===== src/design/pam_pkg.sv =====
// Shared types, codes and defaults for the page allocation map.
package pam_pkg;

	localparam int PAGES_DEF   = 32;
	localparam int ID_BITS_DEF = 8;
	localparam int KB_PER_PAGE = 4;

	// Page count of the largest request: ceil(65535 / 4) needs 15 bits.
	localparam int PGW = 17 - $clog2(KB_PER_PAGE);

	localparam logic [1:0] FN_ADD   = 2'd0;
	localparam logic [1:0] FN_KILL  = 2'd1;
	localparam logic [1:0] FN_QUERY = 2'd2;

	localparam logic [1:0] STS_OK       = 2'd0;
	localparam logic [1:0] STS_RUNNING  = 2'd1;
	localparam logic [1:0] STS_NOMEM    = 2'd2;
	localparam logic [1:0] STS_NOTFOUND = 2'd3;

	typedef struct packed {
		logic [1:0]  func;
		logic [7:0]  program_id;
		logic [15:0] size_kb;
	} req_t;

	typedef struct packed {
		logic [1:0] status;
		logic [5:0] page_count;
		logic [4:0] start_page;
		logic [4:0] fragment_count;
	} rsp_t;

	typedef struct packed {
		logic take;
		logic issue;
		logic clear_wr;
		logic fill_start;
		logic fill_wr;
		logic load_rsp;
	} cmd_t;

	typedef struct packed {
		logic issue_done;
		logic s1_busy;
		logic fill_ok;
		logic fill_done;
	} sts_t;

endpackage


===== src/design/pam_if.sv =====
// Valid/ready channels for request and response words.
interface pam_req_if;
	logic          valid;
	logic          ready;
	pam_pkg::req_t data;

	modport source (output valid, output data, input ready);
	modport sink (input valid, input data, output ready);
endinterface

interface pam_rsp_if;
	logic          valid;
	logic          ready;
	pam_pkg::rsp_t data;

	modport source (output valid, output data, input ready);
	modport sink (input valid, input data, output ready);
endinterface


===== src/design/pam_dp.sv =====
// Datapath: page table memory, scan counter, accumulators and response register.
module pam_dp #(
	parameter int PAGES   = pam_pkg::PAGES_DEF,
	parameter int ID_BITS = pam_pkg::ID_BITS_DEF
) (
	input  logic          clk,
	input  logic          arst_n,
	input  pam_pkg::cmd_t cmd,
	input  pam_pkg::req_t req_data,
	output pam_pkg::sts_t sts,
	output pam_pkg::rsp_t rsp_data
);
	import pam_pkg::*;

	localparam int AW = $clog2(PAGES);
	localparam int CW = $clog2(PAGES + 1);
	localparam int DW = ID_BITS + 1;

	// Each entry holds the used flag on top of the owner id.
	logic [DW-1:0]      mem [PAGES];
	logic [DW-1:0]      mem_rd_s1;
	logic [AW-1:0]      rd_addr_s1;
	logic               rd_vld_s1;

	logic [CW-1:0]      addr_q;
	logic [1:0]         op_q;
	logic [ID_BITS-1:0] id_q;
	logic [PGW-1:0]     pages_q;
	logic               found_q;
	logic [CW-1:0]      start_q;
	logic [CW-1:0]      count_q;
	logic               prev_used_q;
	rsp_t               rsp_q;

	logic               s1_used;
	logic               hit;
	logic               cnt_inc;
	logic               wr_en;
	logic [AW-1:0]      wr_addr;
	logic [DW-1:0]      wr_data;
	logic [15:0]        start_w;
	logic [15:0]        count_w;
	logic [15:0]        fill_end_w;
	logic               fits;
	logic               pages_zero;
	logic [16:0]        kb_sum;
	rsp_t               rsp_next;

	assign s1_used = mem_rd_s1[ID_BITS];
	assign hit     = rd_vld_s1 && s1_used && (mem_rd_s1[ID_BITS-1:0] == id_q);
	assign cnt_inc = rd_vld_s1 && (((op_q == FN_KILL) && hit) ||
		((op_q == FN_QUERY) && (rd_addr_s1 != '0) && prev_used_q && !s1_used));

	assign start_w    = 16'(start_q);
	assign count_w    = 16'(count_q);
	assign fill_end_w = start_w + 16'(pages_q);
	assign fits       = fill_end_w <= 16'(PAGES);
	assign pages_zero = (pages_q == '0);
	assign kb_sum     = 17'(req_data.size_kb) + 17'(KB_PER_PAGE - 1);

	assign sts.issue_done = (addr_q == CW'(PAGES));
	assign sts.s1_busy    = rd_vld_s1;
	assign sts.fill_ok    = (op_q == FN_ADD) && !found_q && !pages_zero && fits;
	assign sts.fill_done  = (16'(addr_q) == fill_end_w);

	// A kill clears the entry read in the previous cycle; clear and fill use the counter.
	always_comb begin
		wr_en   = 1'b0;
		wr_addr = addr_q[AW-1:0];
		wr_data = '0;
		if (cmd.clear_wr) begin
			wr_en = 1'b1;
		end else if (cmd.fill_wr) begin
			wr_en   = 1'b1;
			wr_data = {1'b1, id_q};
		end else if ((op_q == FN_KILL) && hit) begin
			wr_en   = 1'b1;
			wr_addr = rd_addr_s1;
			wr_data = {1'b0, mem_rd_s1[ID_BITS-1:0]};
		end
	end

	always_ff @(posedge clk) begin
		if (wr_en) begin
			mem[wr_addr] <= wr_data;
		end
		mem_rd_s1  <= mem[addr_q[AW-1:0]];
		rd_addr_s1 <= addr_q[AW-1:0];
	end

	always_ff @(posedge clk or negedge arst_n) begin
		if (!arst_n) begin
			addr_q    <= '0;
			rd_vld_s1 <= 1'b0;
		end else begin
			rd_vld_s1 <= cmd.issue;
			if (cmd.take) begin
				addr_q <= '0;
			end else if (cmd.fill_start) begin
				addr_q <= start_q;
			end else if (cmd.issue || cmd.clear_wr || cmd.fill_wr) begin
				addr_q <= addr_q + 1'b1;
			end
		end
	end

	always_ff @(posedge clk) begin
		if (cmd.take) begin
			op_q        <= req_data.func;
			id_q        <= ID_BITS'(req_data.program_id);
			pages_q     <= PGW'(kb_sum / 17'(KB_PER_PAGE));
			found_q     <= 1'b0;
			start_q     <= '0;
			count_q     <= '0;
			prev_used_q <= 1'b0;
		end else if (rd_vld_s1) begin
			found_q     <= found_q | hit;
			prev_used_q <= s1_used;
			if (s1_used) begin
				start_q <= CW'(rd_addr_s1) + 1'b1;
			end
			if (cnt_inc) begin
				count_q <= count_q + 1'b1;
			end
		end
	end

	always_comb begin
		rsp_next = '0;
		case (op_q)
			FN_ADD: begin
				if (found_q) begin
					rsp_next.status = STS_RUNNING;
				end else if (pages_zero) begin
					rsp_next.status = STS_OK;
				end else if (!fits) begin
					rsp_next.status = STS_NOMEM;
				end else begin
					rsp_next.status     = STS_OK;
					rsp_next.page_count = pages_q[5:0];
					rsp_next.start_page = start_w[4:0];
				end
			end
			FN_KILL: begin
				if (count_q == '0) begin
					rsp_next.status = STS_NOTFOUND;
				end else begin
					rsp_next.status     = STS_OK;
					rsp_next.page_count = count_w[5:0];
				end
			end
			FN_QUERY: begin
				rsp_next.status         = STS_OK;
				rsp_next.fragment_count = count_w[4:0];
			end
			default: begin
				rsp_next = '0;
			end
		endcase
	end

	always_ff @(posedge clk) begin
		if (cmd.load_rsp) begin
			rsp_q <= rsp_next;
		end
	end

	assign rsp_data = rsp_q;

endmodule


===== src/design/pam_ctrl.sv =====
// Controller: sequences the clearing pass, table scan, page fill and response.
module pam_ctrl (
	input  logic          clk,
	input  logic          arst_n,
	input  logic          req_valid,
	output logic          req_ready,
	output logic          rsp_valid,
	input  logic          rsp_ready,
	input  pam_pkg::sts_t sts,
	output pam_pkg::cmd_t cmd
);
	import pam_pkg::*;

	typedef enum logic [2:0] {S_CLEAR, S_IDLE, S_SCAN, S_FILL, S_RESULT} state_t;

	state_t state_q;
	logic   rsp_valid_q;
	logic   scan_end;

	assign scan_end  = sts.issue_done && !sts.s1_busy;
	assign req_ready = (state_q == S_IDLE);
	assign rsp_valid = rsp_valid_q;

	always_comb begin
		cmd = '0;
		case (state_q)
			S_CLEAR:  cmd.clear_wr   = !sts.issue_done;
			S_IDLE:   cmd.take       = req_valid;
			S_SCAN: begin
				cmd.issue      = !sts.issue_done;
				cmd.fill_start = scan_end && sts.fill_ok;
			end
			S_FILL:   cmd.fill_wr    = !sts.fill_done;
			S_RESULT: cmd.load_rsp   = !rsp_valid_q || rsp_ready;
			default:  cmd = '0;
		endcase
	end

	always_ff @(posedge clk or negedge arst_n) begin
		if (!arst_n) begin
			state_q     <= S_CLEAR;
			rsp_valid_q <= 1'b0;
		end else begin
			if (cmd.load_rsp) begin
				rsp_valid_q <= 1'b1;
			end else if (rsp_valid_q && rsp_ready) begin
				rsp_valid_q <= 1'b0;
			end
			case (state_q)
				S_CLEAR: begin
					if (sts.issue_done) begin
						state_q <= S_IDLE;
					end
				end
				S_IDLE: begin
					if (req_valid) begin
						state_q <= S_SCAN;
					end
				end
				S_SCAN: begin
					if (scan_end) begin
						state_q <= sts.fill_ok ? S_FILL : S_RESULT;
					end
				end
				S_FILL: begin
					if (sts.fill_done) begin
						state_q <= S_RESULT;
					end
				end
				S_RESULT: begin
					// The previous word must be gone before a new one is loaded.
					if (!rsp_valid_q || rsp_ready) begin
						state_q <= S_IDLE;
					end
				end
				default: state_q <= S_IDLE;
			endcase
		end
	end

endmodule


===== src/design/page_allocation_map_core.sv =====
// Page allocation map: request in, one response word out per request.
// The req channel takes a word {func, program_id, size_kb}: add a program of
// size_kb kilobytes, kill a program, or count fragments. The rsp channel
// returns {status, page_count, start_page, fragment_count} for every request.
// One request is handled at a time. Each request scans the page table once,
// one entry per cycle through the single memory port; an add that allocates
// pages then writes them in a fill pass, and only after that is the response
// word loaded. After reset, a clearing pass marks every page free; req ready
// stays low until it ends. The response sits in an output register: the
// block takes the next request while a response waits, and only stalls at
// the end of that request until the receiver takes the earlier word.
module page_allocation_map_core #(
	parameter int PAGES   = pam_pkg::PAGES_DEF,
	parameter int ID_BITS = pam_pkg::ID_BITS_DEF
) (
	input logic  clk,
	input logic  arst_n,
	pam_req_if.sink   req,
	pam_rsp_if.source rsp
);
	import pam_pkg::*;

	cmd_t cmd;
	sts_t sts;

	pam_ctrl u_ctrl (
		.clk       (clk),
		.arst_n    (arst_n),
		.req_valid (req.valid),
		.req_ready (req.ready),
		.rsp_valid (rsp.valid),
		.rsp_ready (rsp.ready),
		.sts       (sts),
		.cmd       (cmd)
	);

	pam_dp #(
		.PAGES   (PAGES),
		.ID_BITS (ID_BITS)
	) u_dp (
		.clk      (clk),
		.arst_n   (arst_n),
		.cmd      (cmd),
		.req_data (req.data),
		.sts      (sts),
		.rsp_data (rsp.data)
	);

	a_one_at_a_time: assert property (@(posedge clk) disable iff (!arst_n)
		req.valid && req.ready |=> !req.ready)
		else $error("request accepted while another is in progress");

	a_no_overwrite: assert property (@(posedge clk) disable iff (!arst_n)
		cmd.load_rsp |-> (!rsp.valid || rsp.ready))
		else $error("response register loaded over a pending word");

	a_one_mem_user: assert property (@(posedge clk) disable iff (!arst_n)
		$onehot0({cmd.clear_wr, cmd.fill_wr, cmd.issue}))
		else $error("clear, fill and scan collide on the table port");

endmodule

===== src/flat_wrapper.sv =====
// flat-port wrapper written by rule: the top's interface ports become plain ports
module page_allocation_map_core_flat import pam_pkg::*;
#(
	parameter int PAGES   = pam_pkg::PAGES_DEF,
	parameter int ID_BITS = pam_pkg::ID_BITS_DEF
)
  (clk, arst_n, req_valid, req_data, req_ready, rsp_valid, rsp_data, rsp_ready);
  pam_req_if req_i ();
  pam_rsp_if rsp_i ();
  input logic clk;
  input logic arst_n;
  input wire logic [$bits(req_i.valid)-1:0] req_valid;
  input wire logic [$bits(req_i.data)-1:0] req_data;
  output wire logic [$bits(req_i.ready)-1:0] req_ready;
  output wire logic [$bits(rsp_i.valid)-1:0] rsp_valid;
  output wire logic [$bits(rsp_i.data)-1:0] rsp_data;
  input wire logic [$bits(rsp_i.ready)-1:0] rsp_ready;
  assign req_i.valid = req_valid;
  assign req_i.data = req_data;
  assign req_ready = req_i.ready;
  assign rsp_valid = rsp_i.valid;
  assign rsp_data = rsp_i.data;
  assign rsp_i.ready = rsp_ready;
  page_allocation_map_core #(.PAGES(PAGES), .ID_BITS(ID_BITS)) u_core (.clk(clk), .arst_n(arst_n), .req(req_i), .rsp(rsp_i));
endmodule

===== config.mk =====
export PLATFORM = sky130hd
export DESIGN_NAME = page_allocation_map_core_flat
export DESIGN_NICKNAME = d
export VERILOG_FILES = /design/src/design/pam_pkg.sv /design/src/design/pam_if.sv /design/src/design/pam_dp.sv /design/src/design/pam_ctrl.sv /design/src/design/page_allocation_map_core.sv /design/src/flat_wrapper.sv
export SDC_FILE = /design/constraint.sdc
export NUM_CORES = 1
export LEC_CHECK = 0
export BUFFER_PORTS_ARGS = -buffer_cell sky130_fd_sc_hd__buf_4
export CAP_MARGIN = 25
export CORE_MARGIN = 2
export CORE_UTILIZATION = 25
export DETAILED_ROUTE_END_ITERATION = 7
export SLEW_MARGIN = 20
export SYNTH_ARGS = -nofsm -noshare
export SYNTH_HDL_FRONTEND = slang
export SYNTH_HIERARCHICAL = 1
export SYNTH_SLANG_ARGS = --single-unit

===== constraint.sdc =====
create_clock -name clk -period 4.7 [get_ports clk]
set_input_delay 0.94 -clock clk [delete_from_list [all_inputs] [get_ports clk]]
set_output_delay 0.94 -clock clk [all_outputs]
set_load 0.05 [all_outputs]

==> results.md, run 1 <==
* Final HPWL DP at 22500 um
* Die Ht at 252 um
* Drt pass-1 iters at 5
* TritonCTS Sinks at 370
* Final Cycle Share at 92.8%
* Asr flop ratio synth at 2.97%
* Clk buf depth at 3
* DR iter-0 viols at 754
* Ys flop type: edfxtp_1
* Multi-input logic area at 4400 um^2
* Rel. slew slack at 43.8%
* Fillers at 5901
* Vias in the first global route at 8345
* FF-to-FF path depth at 14
* Reg area at 10800 um^2
* Cell-internal power at 7.17 mW
* Routed vias at 8169
* Worst Setup End Kind: flip-flop
* Chip width at 252 um
* Vias per std cell at 4.62
* Synthesized area at 15400 um^2
* Hold slack final at 0.244 ns
* Input/output buffers at 49
* Metal3 WL at 1940 um
* Highest metal used: met4
* Share of cells above drive strength 1 at 28.5%
* Mapped Cells at 868
* Crit path launch type: flip-flop
* Dominant cells by area after synthesis: edfxtp_1, mux4_2, dfxtp_1, nor2_1, dfrtp_1
* Final Setup Violations at 0
* Worst reg2reg path endpoint: u_core/u_dp/mem[6][2]$_DFFE_PP_
* Worst EP required at 4.87 ns
* Pleak at 5.85 nW
* Seq/Total Area, Yosys at 70.2%
* Fin. Hold Viols at 0
* RSZ-0062 raised after global routing: no
* Cells after DPL at 1697
* Setup TNS Final at 0 ns
* Post-route ant nets at 0
* Ports at 50
* PwrDens at 579 nW/um^2
* Minimum clock period at 4.36 ns
* Largest net degree at the start of global routing at 52
* Clock-pin slew on the worst setup and hold paths at 0.06 ns
* CP Max Fanout at 9
* Pre-CTS WS at -0.0939 ns
* Global placement routability congestion at 0.812
* TritonCTS clock tree: yes
* Worst-Skew Late Latency at 0.54 ns
* Total grt overflow at 0
* CTS H-Tree Depth at 2
* Antenna cells at 0
* Flops & latches, synth at 370
* Max Clk Rate at 229 MHz
* Fin cells at 1767
* Sequential Power Share at 41.8%
* # DRC at 0
* Sw Share at 31.8%
* Clock share of power at 27.2%
* Top-area cell type share of the netlist area at 64.7%
* Worst endpoint data arrival time at 4.53 ns
* CP Launch Point: u_core/u_dp/pages_q[0]$_DFFE_PP_
* Commonest non-fill, non-tap cell in the layout: edfxtp_1
* Drt wl/cell at 19.3 um
* CP Capture Point: u_core/u_dp/mem[6][2]$_DFFE_PP_
* Logic pwr share at 30.9%
* Synth unique cells at 63
* Max cap viols at 0
* R2R setup slack at 0.34 ns
* Syn nets at 911
* Initial core utilization at 25.3%
* Initial antenna violation count at 0
* Yosys top cell by area: edfxtp_1
* Commonest cells after routing, fill and taps aside: edfxtp_1, mux4_2, buf_4, nor2_1, clkbuf_16
* Clock Skew at 0.0267 ns
* Clock Root Buffer: clkbuf_16
* P&R area growth vs syn at 18.2%
* First-pass GRT wire length at 52300 um
* WL final at 34000 um
* CTS Hold Bufs at 0
* Row count at 90
* Hold crit path type: in -> async
* Outcome: finished, final reports clean
* PnR worst setup slack at 0.339 ns
* Met2 WL at 16300 um
* Num CTS Buffers at 39
* Slew of the pin with the lowest slew margin at 0.836 ns
* Core ar. at 60600 um^2
* Worst r2r src: u_core/u_dp/pages_q[0]$_DFFE_PP_
* Post-synth EDFFs at 331
* Final slew viol count at 0
* Setup bufs post-CTS at 0
* Crit Path Category: reg -> reg
* P_sw at 3.34 mW
* Worst VDD drop at 0.000234 V
* Gr usage total at 10.8%
* Die Footprint at 63400 um^2
* Synthesis Warnings at 6
* NumNets Final at 1000
* Avg Cell Area, Syn at 17.7 um^2
* Metal-1 WL at 15000 um
-- stage by stage --
| step | util, % | total power [mW] | area (um^2) |
|---|---|---|---|
| after floorplan | - | 6.61 | 15400 |
| after global placement | 27.9 | 7.67 | 16900 |
| after detailed placement | 27.9 | 7.70 | 16900 |
| after CTS | 29.9 | 10.6 | 18100 |
| after global routing | 29.9 | 11.0 | 18100 |
| final | 29.9 | 10.5 | 18100 |
-- layer usage --
metal / vias to the layer above / global-route usage, %
li1: 3632 / -
met1: 4219 / 14.8
met2: 265 / 17.3
met3: 53 / 2.24
met4: 0 / 2.81
met5: - / 0
-- Yosys cell counts (all sizes together) (13+ instances only) --
| library cell | count |
|---|---|
| edfxtp | 331 |
| clkbuf | 24 |
| xor2 | 27 |
| buf | 18 |
| and2 | 13 |
| dfxtp | 28 |
| nor3 | 16 |
| xnor2 | 16 |
| nand2 | 30 |
| mux4 | 90 |
| a21oi | 28 |
| nor2 | 74 |
| inv | 13 |
-- how the worst min path moves through the flow --
stage	from	cells after the start	to
2_1_floorplan	u_core/u_dp/addr_q[3]$_DFFE_PN0P_	0	u_core/u_dp/rd_addr_s1[3]$_DFF_P_
3_3_place_gp	u_core/u_dp/prev_used_q$_SDFFE_PP0P_	2	u_core/u_dp/prev_used_q$_SDFFE_PP0P_
3_5_place_dp	u_core/u_dp/prev_used_q$_SDFFE_PP0P_	2	u_core/u_dp/prev_used_q$_SDFFE_PP0P_
4_1_cts	arst_n	1	u_core/u_dp/addr_q[2]$_DFFE_PN0P_
5_1_grt	arst_n	1	u_core/u_dp/addr_q[5]$_DFFE_PN0P_
6_report	arst_n	1	u_core/u_dp/addr_q[2]$_DFFE_PN0P_
-- power by group through the flow --
stage	registers [mW]	clock network (mW)	logic, mW
after CTS	4.39	2.93	3.27
after global placement	4.45	0	3.22
after global routing	4.42	3.07	3.51
after detailed placement	4.46	0	3.24
after floorplan	4.32	0	2.29
final	4.39	2.86	3.25
-- kinds of logic after synthesis --
logic type / after synthesis / share of synthesized area [%]
flip-flops: 370 / 70.2
adder cells (fa/ha/maj): 13 / 1.11
buffers and inverters: 55 / 1.65
AO/OA/AOI/OAI: 73 / 3.15
multiplexers: 101 / 14.0
AND/OR/NAND/NOR: 213 / 7.46
XOR/XNOR: 43 / 2.45
-- area by class of cell --
cell class	instances	area share (%)
Clock inverter	21	0.807
Timing Repair Buffer	90	4.14
Inverter	13	0.269
Multi-Input combinational cell	443	24.3
Tap cell	782	5.39
Clock buffer	48	5.68
Sequential cell	370	59.4
-- repair_timing --
| item | in CTS | in global routing |
|---|---|---|
| gates cloned | 0 | 0 |
| gates resized for setup | 22 | 5 |
| hold endpoints to repair | 0 | 0 |
| endpoints found under the setup margin | 184 | 288 |
-- worst max-delay path: stages (launching register included) --
cell and delay, ns:
edfxtp_1 0.40, ha_1 0.20, inv_1 0.06, fa_1 0.40
nand2b_1 0.18, a21oi_1 0.26, o311ai_0 0.18, a21boi_0 0.27
nor2_1 0.14, nor4_2 0.46, nor3b_2 0.16, nor2_1 0.40
a31oi_1 0.16, buf_4 0.23, nor2_2 0.49
-- sequential cells by signal, summed over array words and instances, names as in the netlist --
name	flops
u_core/u_dp/pages_q	15
u_core/u_dp/mem	288
u_core/u_ctrl/rsp_valid	1
u_core/u_dp/start_q	6
u_core/u_ctrl/state_q	3
u_core/u_dp/rd_addr_s1	5
u_core/u_dp/mem_rd_s1	9
u_core/u_dp/addr_q	6
u_core/u_dp/found_q	1
u_core/u_dp/prev_used_q	1
u_core/u_dp/rd_vld_s1	1
u_core/u_dp/id_q	8
u_core/u_dp/op_q	2
u_core/u_dp/count_q	6
u_core/u_dp/rsp_data	18
No activity file was read; power rests on OpenSTA's default activity.
==> run 2: changes to the inputs <==
CTS_CLUSTER_DIAMETER = 60   (was not set)
REMOVE_ABC_BUFFERS = 1   (was not set)
==> run 2 against run 1 <==
Effect of this change:
- global-route usage up 0.30 points
- via count grew 0.64%
- worst hold slack worse by 0.0043 ns
- count of clock-buffer cells in the layout up 2
- cell area is 0.49% higher
- flip-flop and latch count stayed put
- die area did not move
- critical path type unchanged
- highest routed layer unchanged
==> results.md, run 2 (synthesized netlist as in run 1, its figures left out) <==
* Outcome: finished, final reports clean
* M2 GR Usage at 17.6%
* Max FFs per register at 288
* CTS Hold Bufs at 0
* RSZ-0062 raised after global routing: yes
* Worst endpoint data arrival time at 4.60 ns
* CP delay by family, top: simple AND/OR/NAND/NOR gates
* Clock-pin slew on the worst setup and hold paths at 0.06 ns
* CTS H-Tree Depth at 2
* P&R area growth vs syn at 18.8%
* Hold crit path type: in -> async
* Commonest cells after routing, fill and taps aside: edfxtp_1, buf_4, mux4_2, nor2_1, clkbuf_16
* Max cap viols at 0
* Max Clk Rate at 226 MHz
* Clock Skew at 0.0224 ns
* First-pass GRT wire length at 53000 um
* Fillers at 5907
* NumNets Final at 1005
* Worst r2r src: u_core/u_dp/pages_q[0]$_DFFE_PP_
* Post-route ant nets at 0
* Share of cells above drive strength 1 at 29.3%
* TritonCTS Sinks at 370
* Met3 usage at 1.93%
* Fin. Hold Viols at 0
* TritonCTS clock tree: yes
* Slew of the pin with the lowest slew margin at 0.892 ns
* Worst EP required at 4.87 ns
* Reg area at 10800 um^2
* CP Max Fanout at 9
* Commonest non-fill, non-tap cell in the layout: edfxtp_1
* Ports at 50
* Buf+Inv Stages, Crit Path at 3
* Minimum clock period at 4.42 ns
* Slowest stage cell, crit path: nor2_2
* Global placement routability congestion at 0.870
* DR iter-0 viols at 733
* WL final at 35500 um
* Final Setup Violations at 0
* Input/output buffers at 49
* Drt pass-1 iters at 4
* Multi-input logic area at 4450 um^2
* Hold slack final at 0.240 ns
* PwrDens at 583 nW/um^2
* CP Launch Point: u_core/u_dp/pages_q[0]$_DFFE_PP_
* Setup bufs post-CTS at 0
* # DRC at 0
* Final Cycle Share at 94.1%
* Clock Root Buffer: clkbuf_16
* Clk buf depth at 3
* Die Footprint at 63400 um^2
* Gr usage total at 11.1%
* Overall power at 10.6 mW
* Largest net degree at the start of global routing at 47
* CP cell instances: ha_1 > inv_1 > fa_1 > nand2b_1 > a21oi_1 > xor2_1 > xor2_1 > or4_1 > nor4_1 > buf_4 > nor3b_2 > nor2_1 > a31oi_1 > buf_4 > nor2_2
* Rel. slew slack at 40.0%
* Biggest register: u_core/u_dp/mem
* Row count at 90
* Routed vias at 8221
* Fin cells at 1774
* Vias in the first global route at 8034
* Pre-CTS WS at -0.127 ns
* Met1 usage at 15.6%
* Initial core utilization at 25.3%
* Core ar. at 60600 um^2
* Worst VDD drop at 0.000365 V
* Final slew viol count at 0
* Initial antenna violation count at 0
* Crit path launch type: flip-flop
* Drt wl/cell at 20.0 um
* Chip width at 252 um
* Vias per std cell at 4.63
* Final HPWL DP at 23300 um
* Crit Path Category: reg -> reg
* Cts repair resizes at 24
* Cells after DPL at 1703
* Worst-Skew Late Latency at 0.54 ns
* Total grt overflow at 0
* Num CTS Buffers at 39
* Setup TNS Final at 0 ns
* GRT Max-Usage Layer: met2
* Worst Setup End Kind: flip-flop
* Die Ht at 252 um
* CP max stage delay at 0.48 ns
* Pleak at 5.89 nW
* PnR worst setup slack at 0.276 ns
-- run 2: cell count changes in the layout (fill, tap and decap cells not counted), sizes merged --
cell	previous run	this run
inv	16	13
buf	89	95
clkbuf	49	50
bufinv	1	3
clkinvlp	2	5
diode	0	1
clkinv	15	12
-- run 2: layout make-up --
type                    instances  area share, %
flip-flops and latches        370           59.1
multi-input cells             443           24.4
clock buffers                  50           5.81
well taps                     782           5.37
repair buffers                 95           3.91
clock inverters                20           1.08
inverters                      13          0.268
diodes                          1         0.0137
-- run 2: where the power goes --
group | switching, mW | internal (mW) | total (mW)
clock | 1.24 | 1.77 | 3.01
combinational | 1.83 | 1.40 | 3.23
sequential | 0.279 | 4.11 | 4.39
total | 3.34 | 7.28 | 10.6
-- run 2: final timing paths --
kind / slack [ns] / depth (start not counted) / to
max in group asynchronous: 4.27 / 1 / u_core/u_dp/addr_q[1]$_DFFE_PN0P_
hold / removal: 0.24 / 1 / u_core/u_dp/addr_q[4]$_DFFE_PN0P_
setup reg to reg: 0.28 / 15 / u_core/u_dp/mem[1][6]$_DFFE_PP_
setup / recovery: 0.28 / 15 / u_core/u_dp/mem[1][6]$_DFFE_PP_
hold reg to reg: 0.47 / 2 / u_core/u_dp/prev_used_q$_SDFFE_PP0P_
min in group clk: 0.47 / 2 / u_core/u_dp/prev_used_q$_SDFFE_PP0P_
-- run 2: stage by stage --
step           util [%]  instance area [um^2]
2_1_floorplan         -                 15100
3_3_place_gp       27.8                 16900
3_5_place_dp       27.8                 16900
4_1_cts            30.0                 18200
5_1_grt            30.1                 18200
6_report           30.1                 18200
-- run 2: routing by layer --
layer / vias to the layer above / part of all wire (%)
li1: 3649 / -
met1: 4266 / 45
met2: 254 / 47
met3: 52 / 6.0
met4: 0 / 1.9
met5: - / 0
==> run 3: changes to the inputs <==
PLACE_DENSITY_LB_ADDON = 0.15   (was not set)
==> run 3 against run 2 <==
Effect of this change:
- power is 5.1% higher
- sequential power hardly changed
- routed wire length is 11% higher
- clock skew is 0.0030 ns lower
- flip-flop and latch count stayed put
- cell area is 1.5% higher
- register-to-register slack better by 0.04 ns
- sequential share of layout area is 0.84 points lower
- critical path depth is 3 higher
- fmax is 0.93% higher
- worst hold slack worse by 0.030 ns
==> results.md, run 3 (synthesized netlist as in run 1, its figures left out) <==
* Biggest register: u_core/u_dp/mem
* Share of cells above drive strength 1 at 30.4%
* Minimum clock period at 4.38 ns
* Clk buf depth at 3
* Antenna cells at 0
* Routed vias at 8086
* Post-route ant nets at 0
* Worst endpoint data arrival time at 4.59 ns
* Die Ht at 252 um
* Global placement routability congestion at 0.734
* TritonCTS clock tree: yes
* Chip width at 252 um
* Max cap viols at 0
* Commonest cells after routing, fill and taps aside: edfxtp_1, buf_4, mux4_2, nor2_1, clkbuf_16
* Fin. Hold Viols at 0
* Clock Root Buffer: clkbuf_16
* Clock Skew at 0.0194 ns
* Overall power at 11.2 mW
* Drt pass-1 iters at 4
* Row count at 90
* NumNets Final at 1015
* Max FFs per register at 288
* Crit path launch type: flip-flop
* Hold crit path type: in -> async
* Total grt overflow at 0
* Gr usage total at 12.5%
* Fillers at 5958
* First-pass GRT wire length at 57800 um
* Outcome: finished, final reports clean
* Final Setup Violations at 0
* Commonest non-fill, non-tap cell in the layout: edfxtp_1
* Core ar. at 60600 um^2
* Setup bufs post-CTS at 0
* CTS H-Tree Depth at 2
* Worst VDD drop at 0.000343 V
* Final Cycle Share at 93.3%
* # DRC at 0
* Final HPWL DP at 25800 um
* Worst EP required at 4.90 ns
* RSZ-0062 raised after global routing: yes
* Pleak at 6.00 nW
* Slew of the pin with the lowest slew margin at 0.966 ns
* Post-route cell area at 18500 um^2
* DP Area at 16900 um^2
* CP max stage delay at 0.45 ns
* Clock-pin slew on the worst setup and hold paths at 0.06 ns
* Die Footprint at 63400 um^2
* Ports at 50
* Initial core utilization at 25.3%
* Critical Path Most Common Cell: buf_4
* TritonCTS Sinks at 370
* CP cell instances: ha_1 > inv_1 > fa_1 > nand2b_1 > a21oi_1 > o41ai_1 > o2bb2ai_1 > nor2_1 > nor4_1 > buf_4 > nor3b_1 > buf_4 > nor2_1 > buf_4 > nor3_1 > a31oi_1 > buf_4 > nor2_2
* CP Max Fanout at 9
* Vias per std cell at 4.54
* Num CTS Buffers at 43
* Largest net degree at the start of global routing at 47
* PwrDens at 603 nW/um^2
* Hold slack final at 0.210 ns
* Worst-Skew Late Latency at 0.57 ns
* Worst Setup End Kind: flip-flop
* WL final at 39300 um
* P&R area growth vs syn at 20.5%
* Buf+Inv Stages, Crit Path at 5
* Drt wl/cell at 22.0 um
* Rel. slew slack at 35.0%
* Input/output buffers at 49
* CP delay by family, top: simple AND/OR/NAND/NOR gates
* Crit Path Category: reg -> reg
* Final slew viol count at 0
* Slowest stage cell, crit path: nor2_2
* Max Clk Rate at 228 MHz
* Post-layout util at 30.5%
* DR iter-0 viols at 571
* Initial antenna violation count at 0
* Vias in the first global route at 8450
-- run 3: changes by cell type in the layout (fill, tap and decap cells not counted), moves of 4 or more --
cell / before / now
nor2_4: 9 / 22
buf_4: 95 / 99
clkinvlp_4: 5 / 1
nor2_2: 15 / 2
-- run 3: timing repair --
item,4_1_cts,5_1_grt
pin swaps,0,0
setup endpoints to repair,17,216
gates resized for setup,3,46
hold buffers,0,0
-- run 3: final cells by class --
| type | instances | area, um^2 | area share [%] |
|---|---|---|---|
| inverter | 13 | 48.8 | 0.264 |
| clock inverter | 22 | 277 | 1.49 |
| clock buffer | 52 | 1110 | 6.00 |
| sequential | 370 | 10800 | 58.3 |
| multi-input combinational | 443 | 4520 | 24.4 |
| timing repair buffer | 101 | 783 | 4.23 |
| tap | 782 | 978 | 5.29 |
-- run 3: worst reg2reg max path: cells and delay by family (launching register included) --
family	cells	cell delay (ns)
AND/OR/NAND/NOR	7	1.56
buffers and inverters	5	0.80
adder cells (fa/ha/maj)	2	0.57
AO/OA/AOI/OAI	4	0.67
flip-flops	1	0.40
-- run 3: power breakdown --
part | total, mW | internal, mW | switching (mW)
Clock | 3.31 | 1.97 | 1.34
Combinational | 3.45 | 1.45 | 2.00
Sequential | 4.40 | 4.13 | 0.270
-- run 3: routing by layer --
metal / GRT usage [%] / share of wire [%] / up-vias
li1: - / - / 3668
met3: 2.09 / 3.5 / 54
met4: 4.36 / 2.5 / 0
met5: 0 / 0 / -
met2: 19.7 / 46 / 147
met1: 17.4 / 48 / 4217
-- run 3: final timing paths --
check                                                        to  cells after the start                            startpoint  slack, ns
min in group clk           u_core/u_dp/prev_used_q$_SDFFE_PP0P_                      2  u_core/u_dp/prev_used_q$_SDFFE_PP0P_       0.48
max                            u_core/u_dp/mem[13][6]$_DFFE_PP_                     18      u_core/u_dp/pages_q[0]$_DFFE_PP_       0.32
min reg2reg                u_core/u_dp/prev_used_q$_SDFFE_PP0P_                      2  u_core/u_dp/prev_used_q$_SDFFE_PP0P_       0.48
max reg2reg                    u_core/u_dp/mem[13][6]$_DFFE_PP_                     18      u_core/u_dp/pages_q[0]$_DFFE_PP_       0.32
min                           u_core/u_dp/addr_q[2]$_DFFE_PN0P_                      1                                arst_n       0.21
max in group asynchronous     u_core/u_dp/addr_q[1]$_DFFE_PN0P_                      1                                arst_n       4.30
-- run 3: through the flow --
step / setup TNS [ns] / cells / setup slack, ns
6_report: 0 / 1783 / 0.316
3_3_place_gp: 0 / 1709 / 0.0609
4_1_cts: 0 / 1783 / 0.00876
5_1_grt: -1.54 / 1783 / -0.0886
3_5_place_dp: 0 / 1709 / 0.00378
2_1_floorplan: -788.57 / 826 / -1.48
